<file path="src/rtl/frbs_pkg.sv">
`default_nettype none
// ----------------------------------------------------------------------------
// frbs_pkg
// Shared types, widths, codes and the overlap function of the frame rate
// blend scheduler.
// ----------------------------------------------------------------------------
package frbs_pkg;

  localparam int WEIGHT_FRAC_BITS = 16;
  localparam int WW  = WEIGHT_FRAC_BITS + 1;        // weight / sum width
  localparam int CW  = 32;                          // frame counters
  localparam int RW  = 16;                          // rate registers
  localparam int LW  = 2 * RW;                      // frame span P or Q
  localparam int XW  = CW + LW;                     // count * span
  localparam int EW  = XW + 2;                      // doubled edge times
  localparam int DW  = LW + 1;                      // divisor 2*Q
  localparam int KW  = $clog2(WEIGHT_FRAC_BITS + 1);
  localparam int WEPS = (1 << WEIGHT_FRAC_BITS) / 100000;

  localparam logic [WW-1:0] WONE = {1'b1, {WEIGHT_FRAC_BITS{1'b0}}};

  // register map (word index)
  localparam logic [2:0] REG_SRC_NUM = 3'd0;
  localparam logic [2:0] REG_SRC_DEN = 3'd1;
  localparam logic [2:0] REG_DST_NUM = 3'd2;
  localparam logic [2:0] REG_DST_DEN = 3'd3;
  localparam logic [2:0] REG_MODE    = 3'd4;

  // interlace modes and line selects
  localparam logic [1:0] MODE_PROG = 2'd0;
  localparam logic [1:0] MODE_TFF  = 2'd1;
  localparam logic [1:0] MODE_BFF  = 2'd2;
  localparam logic [1:0] LINES_EVEN = 2'd1;
  localparam logic [1:0] LINES_ODD  = 2'd2;

  // multiplier operand select, in issue order
  localparam logic [1:0] MUL_PC = 2'd0;
  localparam logic [1:0] MUL_FC = 2'd1;
  localparam logic [1:0] MUL_DC = 2'd2;

  typedef struct packed {
    logic [RW-1:0] src_num;
    logic [RW-1:0] src_den;
    logic [RW-1:0] dst_num;
    logic [RW-1:0] dst_den;
    logic [1:0]    mode;
  } cfg_t;

  typedef struct packed {
    logic          ld_span;
    logic          mul_en;
    logic [1:0]    mul_sel;
    logic          edge_en;
    logic          ovl_en;
    logic          div_load;
    logic          div_fld;
    logic          div_step;
    logic          save_p;
    logic          commit;
    logic          clear;
  } cmd_t;

  typedef struct packed {
    logic          hit;
    logic          full;
    logic [DW-1:0] num;
  } ovl_t;

  typedef struct packed {
    logic          primary_mix;
    logic [WW-1:0] primary_weight;
    logic [1:0]    primary_lines;
    logic          field_mix;
    logic [WW-1:0] field_weight;
    logic [1:0]    field_lines;
    logic          emit_frame;
    logic          fetch_primary;
    logic          primary_from_field;
    logic          fetch_field;
    logic          field_from_primary;
  } res_t;

  // overlap of source span [ss,se) with destination span [ds,de)
  function automatic ovl_t overlap(input logic [EW-1:0] ss, input logic [EW-1:0] se,
                                   input logic [EW-1:0] ds, input logic [EW-1:0] de);
    ovl_t          r;
    logic [EW-1:0] d;
    r = '0;
    d = '0;
    if (ss > ds && se < de) begin
      d = se - ss;
    end else if (ss <= ds && se < de && se >= ds) begin
      d = se - ds;
    end else if (ss > ds && se >= de && ss <= de) begin
      d = de - ss;
    end else if (ss <= ds && se >= de) begin
      r.full = 1'b1;
    end
    r.num = d[DW-1:0];
    r.hit = r.full | (d != '0);
    return r;
  endfunction

endpackage
`default_nettype wire

</file>
<file path="src/rtl/frbs_cfg.sv">
`default_nettype none
// ----------------------------------------------------------------------------
// frbs_cfg
// APB register file for the rate and interlace registers.
// ----------------------------------------------------------------------------
module frbs_cfg (
  input  wire logic          clk,
  input  wire logic          rst,
  input  wire logic          psel,
  input  wire logic          penable,
  input  wire logic          pwrite,
  input  wire logic [4:0]    paddr,
  input  wire logic [31:0]   pwdata,
  output logic [31:0]        prdata,
  output frbs_pkg::cfg_t     cfg
);

  logic [2:0] idx;
  logic       wr;

  assign idx = paddr[4:2];
  assign wr  = psel & penable & pwrite;

  always_ff @(posedge clk) begin
    if (rst) begin
      cfg.src_num <= frbs_pkg::RW'(25);
      cfg.src_den <= frbs_pkg::RW'(1);
      cfg.dst_num <= frbs_pkg::RW'(25);
      cfg.dst_den <= frbs_pkg::RW'(1);
      cfg.mode    <= frbs_pkg::MODE_PROG;
    end else if (wr) begin
      case (idx)
        frbs_pkg::REG_SRC_NUM: cfg.src_num <= pwdata[frbs_pkg::RW-1:0];
        frbs_pkg::REG_SRC_DEN: cfg.src_den <= pwdata[frbs_pkg::RW-1:0];
        frbs_pkg::REG_DST_NUM: cfg.dst_num <= pwdata[frbs_pkg::RW-1:0];
        frbs_pkg::REG_DST_DEN: cfg.dst_den <= pwdata[frbs_pkg::RW-1:0];
        frbs_pkg::REG_MODE:    cfg.mode    <= pwdata[1:0];
        default: ;
      endcase
    end
  end

  always_comb begin
    prdata = '0;
    case (idx)
      frbs_pkg::REG_SRC_NUM: prdata = 32'(cfg.src_num);
      frbs_pkg::REG_SRC_DEN: prdata = 32'(cfg.src_den);
      frbs_pkg::REG_DST_NUM: prdata = 32'(cfg.dst_num);
      frbs_pkg::REG_DST_DEN: prdata = 32'(cfg.dst_den);
      frbs_pkg::REG_MODE:    prdata = 32'(cfg.mode);
      default:               prdata = '0;
    endcase
  end

endmodule
`default_nettype wire

</file>
<file path="config.mk">
export PLATFORM = sky130hd
export DESIGN_NAME = frbs_cfg
export DESIGN_NICKNAME = d
export VERILOG_FILES = /design/src/rtl/frbs_pkg.sv /design/src/rtl/frbs_cfg.sv
export SDC_FILE = /design/constraint.sdc
export NUM_CORES = 1
export LEC_CHECK = 0
export BUFFER_PORTS_ARGS = -buffer_cell sky130_fd_sc_hd__buf_2
export CAP_MARGIN = 20
export CORE_MARGIN = 5
export CORE_UTILIZATION = 30
export DETAILED_ROUTE_END_ITERATION = 12
export GPL_TIMING_DRIVEN = 0
export PLACE_DENSITY = 0.57
export SYNTH_ARGS = -nofsm -noshare
export SYNTH_HDL_FRONTEND = slang
export SYNTH_SLANG_ARGS = --single-unit
</file>
<file path="constraint.sdc">
create_clock -name clk -period 3.4 [get_ports clk]
set_clock_uncertainty 0.1 [all_clocks]
set_input_delay 0.85 -clock clk [delete_from_list [all_inputs] [get_ports clk]]
set_output_delay 0.85 -clock clk [all_outputs]
set_load 0.03 [all_outputs]
</file>
==> summary.md <==
| Metric | Value |
|---|---|
| Pre-CTS WS | -0.00343 ns |
| CP Launch Type | input pin |
| Worst path required time | 2.45 ns |
| Worst hold path type | register to register |
| Clock share of power | 50.2% |
| I/O pin count | 140 |
| Total CTS buffers | 9 |
| Hpwl dp | 7.60 mm |
| Synth top area share | 38.7% |
| Slew HR | 51.7% |
| Worst path arrival time | 2.19 ns |
| Largest net degree at the start of global routing | 13 |
| Endpoints failing setup | 0 |
| Reg power frac | 40.1% |
| Final Instance Area | 4490 µm² |
| First-pass GRT wire length | 15.7 mm |
| LEAKAGE | 2.27 nW |
| Cts hold-fix bufs | 0 |
| Length of the first detailed-routing pass in iterations | 4 |
| Comb pwr share | 9.7% |
| Wirelength, routed | 10.4 mm |
| Minimum clock period | 3.14 ns |
| Starting Density | 30.3% |
| Number of flip-flops under the largest register name | 66 |
| Synthesized flop and latch total | 66 |
| Critical setup path kind | input pin to output pin |
| Filler cells | 1139 |
| Setup_tns | 0 ns |
| Die footprint | 13600 µm² |
| Cell Rows | 39 |
| Share of the yosys chip area belonging to registers | 38.7% |
| Most common cell after layout, fill and taps aside | buf_2 |
| Starting DRT DRC Count | 109 |
| Yosys top cell by area | dfxtp_1 |
| Int Pwr | 1.49 mW |
| RSZ-0062 raised after global routing | no |
| Most frequent cells in the layout | buf_2 (104), dfxtp_1 (66), mux2i_1 (51) |
| Vias in the first global route | 2797 |
| Layout cells sized above 1 | 38.8% |
| Initial antenna violation count | 0 |
| Setup WS post-layout | 0.261 ns |
| Delay of the slowest critical-path stage | 0.49 ns |
| CTS root buf | clkbuf_16 |
| Largest reg by FF count | cfg |
| Tcrit/Tclk final | 92.3% |
| Port Buffers | 103 |
| CP Cell Sequence | buf_2 > clkbuf_1 > clkbuf_2 > o22ai_1 > buf_2 |
| Layout Nets | 493 |
| Synthesized cell area | 3410 µm² |
| Fmax | 319 MHz |
| CTS max path bufs | 2 |
| Core Region | 11300 µm² |
| Worst-case vdd ir drop | 0.241 mV |
| Slowest CP cell | clkbuf_1 |
| Top flop regs | cfg x66 |
| Crit path max fanout | 10 |
| Setup Buffers After CTS | 0 |
| Die Wd | 117 µm |
| Sink Count | 66 |
| H-tree depth | 3 |
| Via density | 4.57 |
| Total GRT Usage | 15.7% |
| Syn. warnings | 0 |
| P_sw | 461 µW |
| Hold Fails Final Rpt | 0 |
| PwrDens | 436 nW/µm² |
| CP most frequent cell | buf_2 |
| Antenna diodes | 0 |
| Post-Syn Instances | 322 |
| Layout area overhead | 31.4% |
| Clock Pin Slew Worst Setup and Hold Paths | 0.05 ns |
| TritonCTS clock tree | done |
| Post-synthesis cell type count | 30 |
| Die Y | 117 µm |
| Overflow after GRT | 0 |
| Reg area | 1320 µm² |
| Antenna Nets Post-Route | 0 |
| CP bufs+invs | 4 |
| CP Capture Type | output pin |
| Cell Area, Placed | 4160 µm² |
| RePlAce Congestion | 0.794 |
| Clk Latency, worst-skew pair | 0.33 ns |
| Status | complete, no violations |
| Reg2reg setup slack | 2.47 ns |
| Slew Viols, Final | 0 |
| Remaining DRCs | 0 |
| Sw Ratio | 23.6% |
| Crit path max-delay family | buffers and inverters |
| Gates resized, CTS repair | 1 |
| Largest cells by area after synthesis | dfxtp_1 (39%), mux2i_1 (15%), mux4_2 (9.2%) |
| Max Cap Violations | 0 |
| Wire length per cell | 17.4 µm |
| Least-Margin Pin Slew | 0.719 ns |
| Vias | 2735 |
| Syn_area_per_cell | 10.6 µm² |
| Multi-input logic area | 1840 µm² |
[layer usage]
| layer | track usage (%) | up-vias | share of wire [%] | routed length, µm |
|---|---|---|---|---|
| met5 | 0 | - | 0 | 0 |
| met4 | 6.12 | 0 | 1.7 | 175 |
| met3 | 3.89 | 14 | 7.2 | 747 |
| met2 | 25.0 | 94 | 47 | 4880 |
| met1 | 20.6 | 1288 | 44 | 4620 |
| li1 | - | 1339 | - | - |
[worst paths after layout]
check                                           from              endpoint  cells after the start
worst max-delay path                        paddr[4]             prdata[1]                      5
worst min register to register  cfg[51]$_SDFFE_PP0P_  cfg[51]$_SDFFE_PP0P_                      2
worst min-delay path            cfg[51]$_SDFFE_PP0P_  cfg[51]$_SDFFE_PP0P_                      2
worst max register to register  cfg[23]$_SDFFE_PP0P_  cfg[23]$_SDFFE_PP0P_                      2
[worst reg2reg max path, stage by stage, from the launching register on]
cell and delay [ns]:
dfxtp_1 0.34, or2b_2 0.30, mux2i_1 0.13
[kinds of logic (layout without fill, tap and decap cells)]
| logic type | after synthesis | after routing | synth area share [%] |
|---|---|---|---|
| flip-flops | 66 | 66 | 38.7 |
| buffers and inverters | 40 | 159 | 8.94 |
| AO/OA/AOI/OAI | 36 | 36 | 5.65 |
| AND/OR/NAND/NOR | 112 | 112 | 21.7 |
| multiplexers | 67 | 67 | 24.9 |
| other | 1 | 16 | 0.110 |
[final cells by class]
class / instances / area share [%]
clock inverter: 6 / 2.04
sequential: 66 / 29.5
clock buffer: 10 / 5.10
tap: 143 / 3.99
timing repair buffer: 103 / 11.5
multi-input combinational: 231 / 41.1
buffer: 40 / 6.83
[power groups by stage]
stage | registers [mW] | logic (mW) | clock network (mW)
floorplan | 0.811 | 0.124 | 0
global placement | 0.800 | 0.191 | 0
detailed placement | 0.801 | 0.192 | 0
CTS | 0.784 | 0.192 | 1.00
global route | 0.784 | 0.205 | 1.04
finish | 0.784 | 0.191 | 0.982
[synthesized netlist by cell type]
cell,number
nand4b_4,1
buf_2,1
clkbuf_2,2
or2_1,1
buf_8,1
nand3b_2,1
mux2i_1,51
nor2b_1,31
nand2_2,1
or2b_1,8
o21ai_1,2
clkbuf_1,10
and4b_4,1
nor3_1,2
a22oi_1,4
nand3_4,1
buf_12,1
buf_4,17
conb_1,1
nand2b_1,45
mux4_2,14
dfxtp_1,66
buf_6,8
or2b_2,6
o21ai_0,28
nand2b_4,1
nor2_1,12
mux2_2,2
o22ai_1,2
nand4_1,1
[per-stage QoR]
stage,std cells,power [mW],util (%),hold WS (ns)
3_5_place_dp,583,0.993,36.9,0.382
4_1_cts,599,1.98,39.8,0.392
2_1_floorplan,337,0.935,-,0.504
5_1_grt,599,2.03,39.8,0.411
3_3_place_gp,583,0.991,36.9,0.373
6_report,599,1.96,39.8,0.386
No activity file was read; power rests on OpenSTA's default activity.
