**config.mk**
```make
export PLATFORM = sky130hd
export DESIGN_NAME = frbs_ctrl
export DESIGN_NICKNAME = d
export VERILOG_FILES = /design/src/rtl/frbs_pkg.sv /design/src/rtl/frbs_ctrl.sv
export SDC_FILE = /design/constraint.sdc
export NUM_CORES = 1
export LEC_CHECK = 0
export BUFFER_PORTS_ARGS = -buffer_cell sky130_fd_sc_hd__buf_2
export CAP_MARGIN = 0
export CORE_UTILIZATION = 52
export CTS_BUF_LIST = sky130_fd_sc_hd__clkbuf_16
export CTS_CLUSTER_SIZE = 40
export DETAILED_ROUTE_END_ITERATION = 7
export GPL_ROUTABILITY_DRIVEN = 0
export PLACE_DENSITY = 0.76
export SLEW_MARGIN = 20
export SYNTH_ARGS = -nofsm -noshare
export SYNTH_HDL_FRONTEND = slang
export SYNTH_SLANG_ARGS = --single-unit
```
**constraint.sdc**
```tcl
create_clock -name clk -period 2 [get_ports clk]
set_input_delay 0.2 -clock clk [delete_from_list [all_inputs] [get_ports clk]]
set_output_delay 0.2 -clock clk [all_outputs]
set_load 0.02 [all_outputs]
```
**src/rtl/frbs_pkg.sv**
```systemverilog
`default_nettype none
// ----------------------------------------------------------------------------
// frbs_pkg
// Shared types, widths, codes and the overlap function of the frame rate
// blend scheduler.
// ----------------------------------------------------------------------------
package frbs_pkg;

  localparam int WEIGHT_FRAC_BITS = 16;
  localparam int WW  = WEIGHT_FRAC_BITS + 1;        // weight / sum width
  localparam int CW  = 32;                          // frame counters
  localparam int RW  = 16;                          // rate registers
  localparam int LW  = 2 * RW;                      // frame span P or Q
  localparam int XW  = CW + LW;                     // count * span
  localparam int EW  = XW + 2;                      // doubled edge times
  localparam int DW  = LW + 1;                      // divisor 2*Q
  localparam int KW  = $clog2(WEIGHT_FRAC_BITS + 1);
  localparam int WEPS = (1 << WEIGHT_FRAC_BITS) / 100000;

  localparam logic [WW-1:0] WONE = {1'b1, {WEIGHT_FRAC_BITS{1'b0}}};

  // register map (word index)
  localparam logic [2:0] REG_SRC_NUM = 3'd0;
  localparam logic [2:0] REG_SRC_DEN = 3'd1;
  localparam logic [2:0] REG_DST_NUM = 3'd2;
  localparam logic [2:0] REG_DST_DEN = 3'd3;
  localparam logic [2:0] REG_MODE    = 3'd4;

  // interlace modes and line selects
  localparam logic [1:0] MODE_PROG = 2'd0;
  localparam logic [1:0] MODE_TFF  = 2'd1;
  localparam logic [1:0] MODE_BFF  = 2'd2;
  localparam logic [1:0] LINES_EVEN = 2'd1;
  localparam logic [1:0] LINES_ODD  = 2'd2;

  // multiplier operand select, in issue order
  localparam logic [1:0] MUL_PC = 2'd0;
  localparam logic [1:0] MUL_FC = 2'd1;
  localparam logic [1:0] MUL_DC = 2'd2;

  typedef struct packed {
    logic [RW-1:0] src_num;
    logic [RW-1:0] src_den;
    logic [RW-1:0] dst_num;
    logic [RW-1:0] dst_den;
    logic [1:0]    mode;
  } cfg_t;

  typedef struct packed {
    logic          ld_span;
    logic          mul_en;
    logic [1:0]    mul_sel;
    logic          edge_en;
    logic          ovl_en;
    logic          div_load;
    logic          div_fld;
    logic          div_step;
    logic          save_p;
    logic          commit;
    logic          clear;
  } cmd_t;

  typedef struct packed {
    logic          hit;
    logic          full;
    logic [DW-1:0] num;
  } ovl_t;

  typedef struct packed {
    logic          primary_mix;
    logic [WW-1:0] primary_weight;
    logic [1:0]    primary_lines;
    logic          field_mix;
    logic [WW-1:0] field_weight;
    logic [1:0]    field_lines;
    logic          emit_frame;
    logic          fetch_primary;
    logic          primary_from_field;
    logic          fetch_field;
    logic          field_from_primary;
  } res_t;

  // overlap of source span [ss,se) with destination span [ds,de)
  function automatic ovl_t overlap(input logic [EW-1:0] ss, input logic [EW-1:0] se,
                                   input logic [EW-1:0] ds, input logic [EW-1:0] de);
    ovl_t          r;
    logic [EW-1:0] d;
    r = '0;
    d = '0;
    if (ss > ds && se < de) begin
      d = se - ss;
    end else if (ss <= ds && se < de && se >= ds) begin
      d = se - ds;
    end else if (ss > ds && se >= de && ss <= de) begin
      d = de - ss;
    end else if (ss <= ds && se >= de) begin
      r.full = 1'b1;
    end
    r.num = d[DW-1:0];
    r.hit = r.full | (d != '0);
    return r;
  endfunction

endpackage
`default_nettype wire

```
**src/rtl/frbs_ctrl.sv**
```systemverilog
`default_nettype none
// ----------------------------------------------------------------------------
// frbs_ctrl
// Sequencer: span setup, three products, edges, overlap, two divides, commit.
// ----------------------------------------------------------------------------
module frbs_ctrl (
  input  wire logic       clk,
  input  wire logic       rst,
  input  wire logic       in_valid,
  input  wire logic       in_restart,
  output logic            in_ready,
  output logic            out_valid,
  input  wire logic       out_ready,
  output frbs_pkg::cmd_t  cmd
);

  typedef enum logic [7:0] {
    S_IDLE = 8'b0000_0001,
    S_SPAN = 8'b0000_0010,
    S_MUL  = 8'b0000_0100,
    S_EDGE = 8'b0000_1000,
    S_OVL  = 8'b0001_0000,
    S_DIVP = 8'b0010_0000,
    S_DIVF = 8'b0100_0000,
    S_FIN  = 8'b1000_0000
  } state_t;

  localparam logic [frbs_pkg::KW-1:0] CNT_LAST = frbs_pkg::KW'(frbs_pkg::WEIGHT_FRAC_BITS);
  localparam logic [frbs_pkg::KW-1:0] MUL_LAST = frbs_pkg::KW'(2);

  state_t                   state, state_next;
  logic [frbs_pkg::KW-1:0]  cnt, cnt_next;
  logic                     rs_flag, rs_flag_next;
  logic                     fire;

  assign in_ready = (state == S_IDLE);
  assign fire     = (state == S_FIN) && (!out_valid || out_ready);

  always_comb begin
    state_next   = state;
    cnt_next     = cnt;
    rs_flag_next = rs_flag;
    cmd          = '0;
    case (state)
      S_IDLE: begin
        cnt_next = '0;
        if (in_valid) begin
          rs_flag_next = in_restart;
          state_next   = in_restart ? S_FIN : S_SPAN;
        end
      end
      S_SPAN: begin
        cmd.ld_span = 1'b1;
        state_next  = S_MUL;
      end
      S_MUL: begin
        cmd.mul_en  = 1'b1;
        cmd.mul_sel = cnt[1:0];    // PC, FC, DC in turn
        cnt_next    = cnt + 1'b1;
        if (cnt == MUL_LAST) begin
          cnt_next   = '0;
          state_next = S_EDGE;
        end
      end
      S_EDGE: begin
        cmd.edge_en = 1'b1;
        state_next  = S_OVL;
      end
      S_OVL: begin
        cmd.ovl_en = 1'b1;
        state_next = S_DIVP;
      end
      S_DIVP: begin
        cmd.div_load = (cnt == '0);
        cmd.div_step = (cnt != '0);
        cnt_next     = cnt + 1'b1;
        if (cnt == CNT_LAST) begin
          cnt_next   = '0;
          state_next = S_DIVF;
        end
      end
      S_DIVF: begin
        cmd.div_fld  = 1'b1;
        cmd.div_load = (cnt == '0);
        cmd.save_p   = (cnt == '0);
        cmd.div_step = (cnt != '0);
        cnt_next     = cnt + 1'b1;
        if (cnt == CNT_LAST) begin
          cnt_next   = '0;
          state_next = S_FIN;
        end
      end
      S_FIN: begin
        if (fire) begin
          cmd.commit   = 1'b1;
          cmd.clear    = rs_flag;
          rs_flag_next = 1'b0;
          state_next   = S_IDLE;
        end
      end
      default: state_next = S_IDLE;
    endcase
  end

  always_ff @(posedge clk) begin
    if (rst) begin
      state     <= S_IDLE;
      cnt       <= '0;
      rs_flag   <= 1'b0;
      out_valid <= 1'b0;
    end else begin
      state   <= state_next;
      cnt     <= cnt_next;
      rs_flag <= rs_flag_next;
      if (fire) begin
        out_valid <= 1'b1;
      end else if (out_ready) begin
        out_valid <= 1'b0;
      end
    end
  end

endmodule
`default_nettype wire

```
==> out/metrics.yaml <==
logic_synthesis:
  synth.distinct_cells: 38
  syn-cell-area_sq_um: 910
  synthMuxAreaShare_pct: 0
  yosysTopAreaCell: "dfxtp_1"
  synth_top_family_by_area: "simple AND/OR/NAND/NOR gates"
  synth_top_cell_area_share_pct: 33.0
  synth_compound_area_share_pct: 15.7
  synth_area_leaders: "dfxtp_1 (33%), nor2_1 (5.4%), a21oi_1 (4.4%), ha_1 (4.1%), nand2_1 (4.1%)"
  ys.flop_type: "dfxtp_1"
  ys_seq_area_share_pct: 33.0
  synth_cells: 110
  synth.most_common_cell: "dfxtp_1"
  syn_nets: 118
  post_synth_and_or_nand_nor_area_fraction_pct: 40.9
  synth_xor_area_share_pct: 0.963
  synth_commonest_cells: "dfxtp_1 (15), nor2_1 (13), nand2_1 (10), a21oi_1 (8), nand3_1 (6)"
  avgSynthCellArea_sq_um: 8.27
  synth-edff-count: 0
  synth_seq_cells: 15
  yosysWarnings: 0
  synth_fa_ha_area_share_pct: 4.13
  ys_async_sr_fraction_pct: 0
floorplanning:
  coreArea_sq_mm: 0.00158
  initial_utilization_pct: 57.7
  dieArea_sq_mm: 0.00192
  die_h_um: 43.8
  die-width_um: 43.8
  rows: 14
  io_pins: 19
placement:
  dpl-instance-area_sq_mm: 0.00102
  numPortBuffers: 18
  place_hpwl_mm: 1.48
setup_path:
  ff2ff_setup_slack_ns: 0.11
  critPathLaunchType: "flop"
  rr_worst_depth: 7
  arrival_ns: 1.75
  timing.rr.start: "cnt[0]$_SDFFE_PP0P_"
  cp.required_ns: 1.80
  critPathLaunch: "state[3]$_SDFFE_PP0P_"
  critPathKind: "reg -> out"
  endpoint_kind: "primary output"
  critPathCapture: "cmd[2]"
  cp_max_fo: 4
  regToRegEndpoint: "state[6]$_SDFFE_PP0P_"
layout:
  drive_above_1_share_pct: 29.9
  nNetsFinal: 143
  area_delta_synth_final_pct: 26.4
  fin_area_sq_mm: 0.00115
  final_core_util_pct: 72.9
  num_antenna_cells: 0
cts:
  cts-hold-fix-buffers: 0
  clock-sinks: 15
  h-tree-depth: 1
  root_buffer: "clkbuf_16"
  tritoncts.num_buffers: 3
  cts_buffer_depth: 2
  cts_tree: "done"
  clkSlewWorstSetupHoldPaths_ns: 0.05
  insertion_delay_ns: 0.24
hold_path:
  worstHoldPathType: "in -> reg"
route:
  wl_per_cell_um: 14.8
  route.detailed.drc: 1
  via_per_inst: 6.07
  vias: 911
  dr.pass1.iters: 6
  drt_wl_total_mm: 2.22
  drt_iter0_markers: 30
  drt.antenna.violating_nets: 0
global_routing:
  grt_pass1_wl_mm: 3.41
  antenna_found_initial: 0
  track_usage_pct: 23.8
  grt_pass1_vias: 755
  grt_max_degree: 16
  grt.overflow.total: 0
timing:
  hold_violations: 0
  worstMarginPinSlew_ns: 0.421
  relSlewSlack_pct: 71.7
  finalCritPeriodShare_pct: 97.4
  worst_clock_skew_ns: 0.00219
  period_needed_ns: 1.95
  drv_slew: 0
  setup_violations: 0
  fmax_mhz: 513
pwr:
  powerDensity_mw_per_mm2: 787
  vdd_drop_max_mv: 0.800
  p_leak_nw: 0.492
flow_run:
  maxCapViolations: 0
run_status:
  status: "complete, but fails checks"
  violations: "design-rule violations"
[cell families (layout without fill, tap and decap cells)]
group / after synthesis / count (layout)
AO/OA/AOI/OAI: 21 / 21
buffers and inverters: 9 / 33
AND/OR/NAND/NOR: 61 / 61
adder cells (fa/ha/maj): 3 / 3
XOR/XNOR: 1 / 1
flip-flops: 15 / 15
[stage by stage]
stage | hold slack (ns) | setup slack (ns) | cells | setup TNS (ns) | total power [mW]
2_1_floorplan | 0.276 | 0.150 | 110 | 0 | 0.451
3_3_place_gp | 0.411 | 0.192 | 143 | 0 | 0.500
3_5_place_dp | 0.412 | 0.172 | 143 | 0 | 0.500
4_1_cts | 0.160 | 0.00808 | 147 | 0 | 0.878
5_1_grt | 0.159 | -0.0121 | 150 | -0.0121 | 0.935
6_report | 0.161 | 0.0517 | 150 | 0 | 0.905
[registers in the layout, summed over array words and instances (netlist names)]
signal     flops
cnt            5
out_valid      1
rs_flag        1
state          8
[power breakdown]
part	total, mW	switching (mW)	leakage (nW)	internal (mW)
sequential	0.333	0.0201	0.122	0.313
clock	0.389	0.124	0.0423	0.265
combinational	0.183	0.109	0.328	0.0741
[worst max-delay path, cell delays in order (launching register included)]
cell	delay [ns]
dfxtp_1	0.35
nor4_4	0.40
buf_4	0.19
and4b_2	0.27
and3_1	0.16
buf_4	0.14
[how the worst min path moves through the flow]
stage	endpoint	start	slack [ns]	cells past startpoint
final	state[1]$_SDFFE_PP0P_	in_restart	0.16	2
after floorplan	state[4]$_SDFFE_PP0P_	rst	0.28	1
after CTS	state[1]$_SDFFE_PP0P_	in_restart	0.16	2
after global placement	state[1]$_SDFFE_PP0P_	in_restart	0.41	2
after detailed placement	state[1]$_SDFFE_PP0P_	in_restart	0.41	2
after global routing	state[1]$_SDFFE_PP0P_	in_restart	0.16	2
[final cells by class]
class | count | area (sq um)
multi-input cells | 86 | 594
flip-flops and latches | 15 | 300
repair buffers | 24 | 138
clock buffers | 3 | 75.1
well taps | 16 | 20.0
inverters | 5 | 18.8
clock inverters | 1 | 3.75
fillers | 118 | 427
[repair_timing]
action / CTS / global route
endpoints found under the setup margin: 1 / 8
pin swaps: 1 / 2
resized for setup: 0 / 6
buffers inserted: 0 / 3
hold endpoints to repair: 0 / 0
[metal layers]
metal,share of wire (%),GRT usage [%]
met5,0,0
met4,1.6,7.50
met3,9.0,3.75
met2,45,36.1
met1,44,34.2
[cell usage in the layout, fill, tap and decap left out, drive strengths merged, types with 2 or more instances in the layout]
cell type,n
nand2b,2
dfxtp,15
nand4b,3
nor3,5
or4,2
nand3,7
o21ai,4
nor2,14
inv,6
nor3b,2
clkbuf,3
nand3b,2
nand2,10
a31oi,3
buf,24
ha,3
nor2b,2
nor4,5
a21oi,8
nand4,2
(Power assumes the default switching activity.)
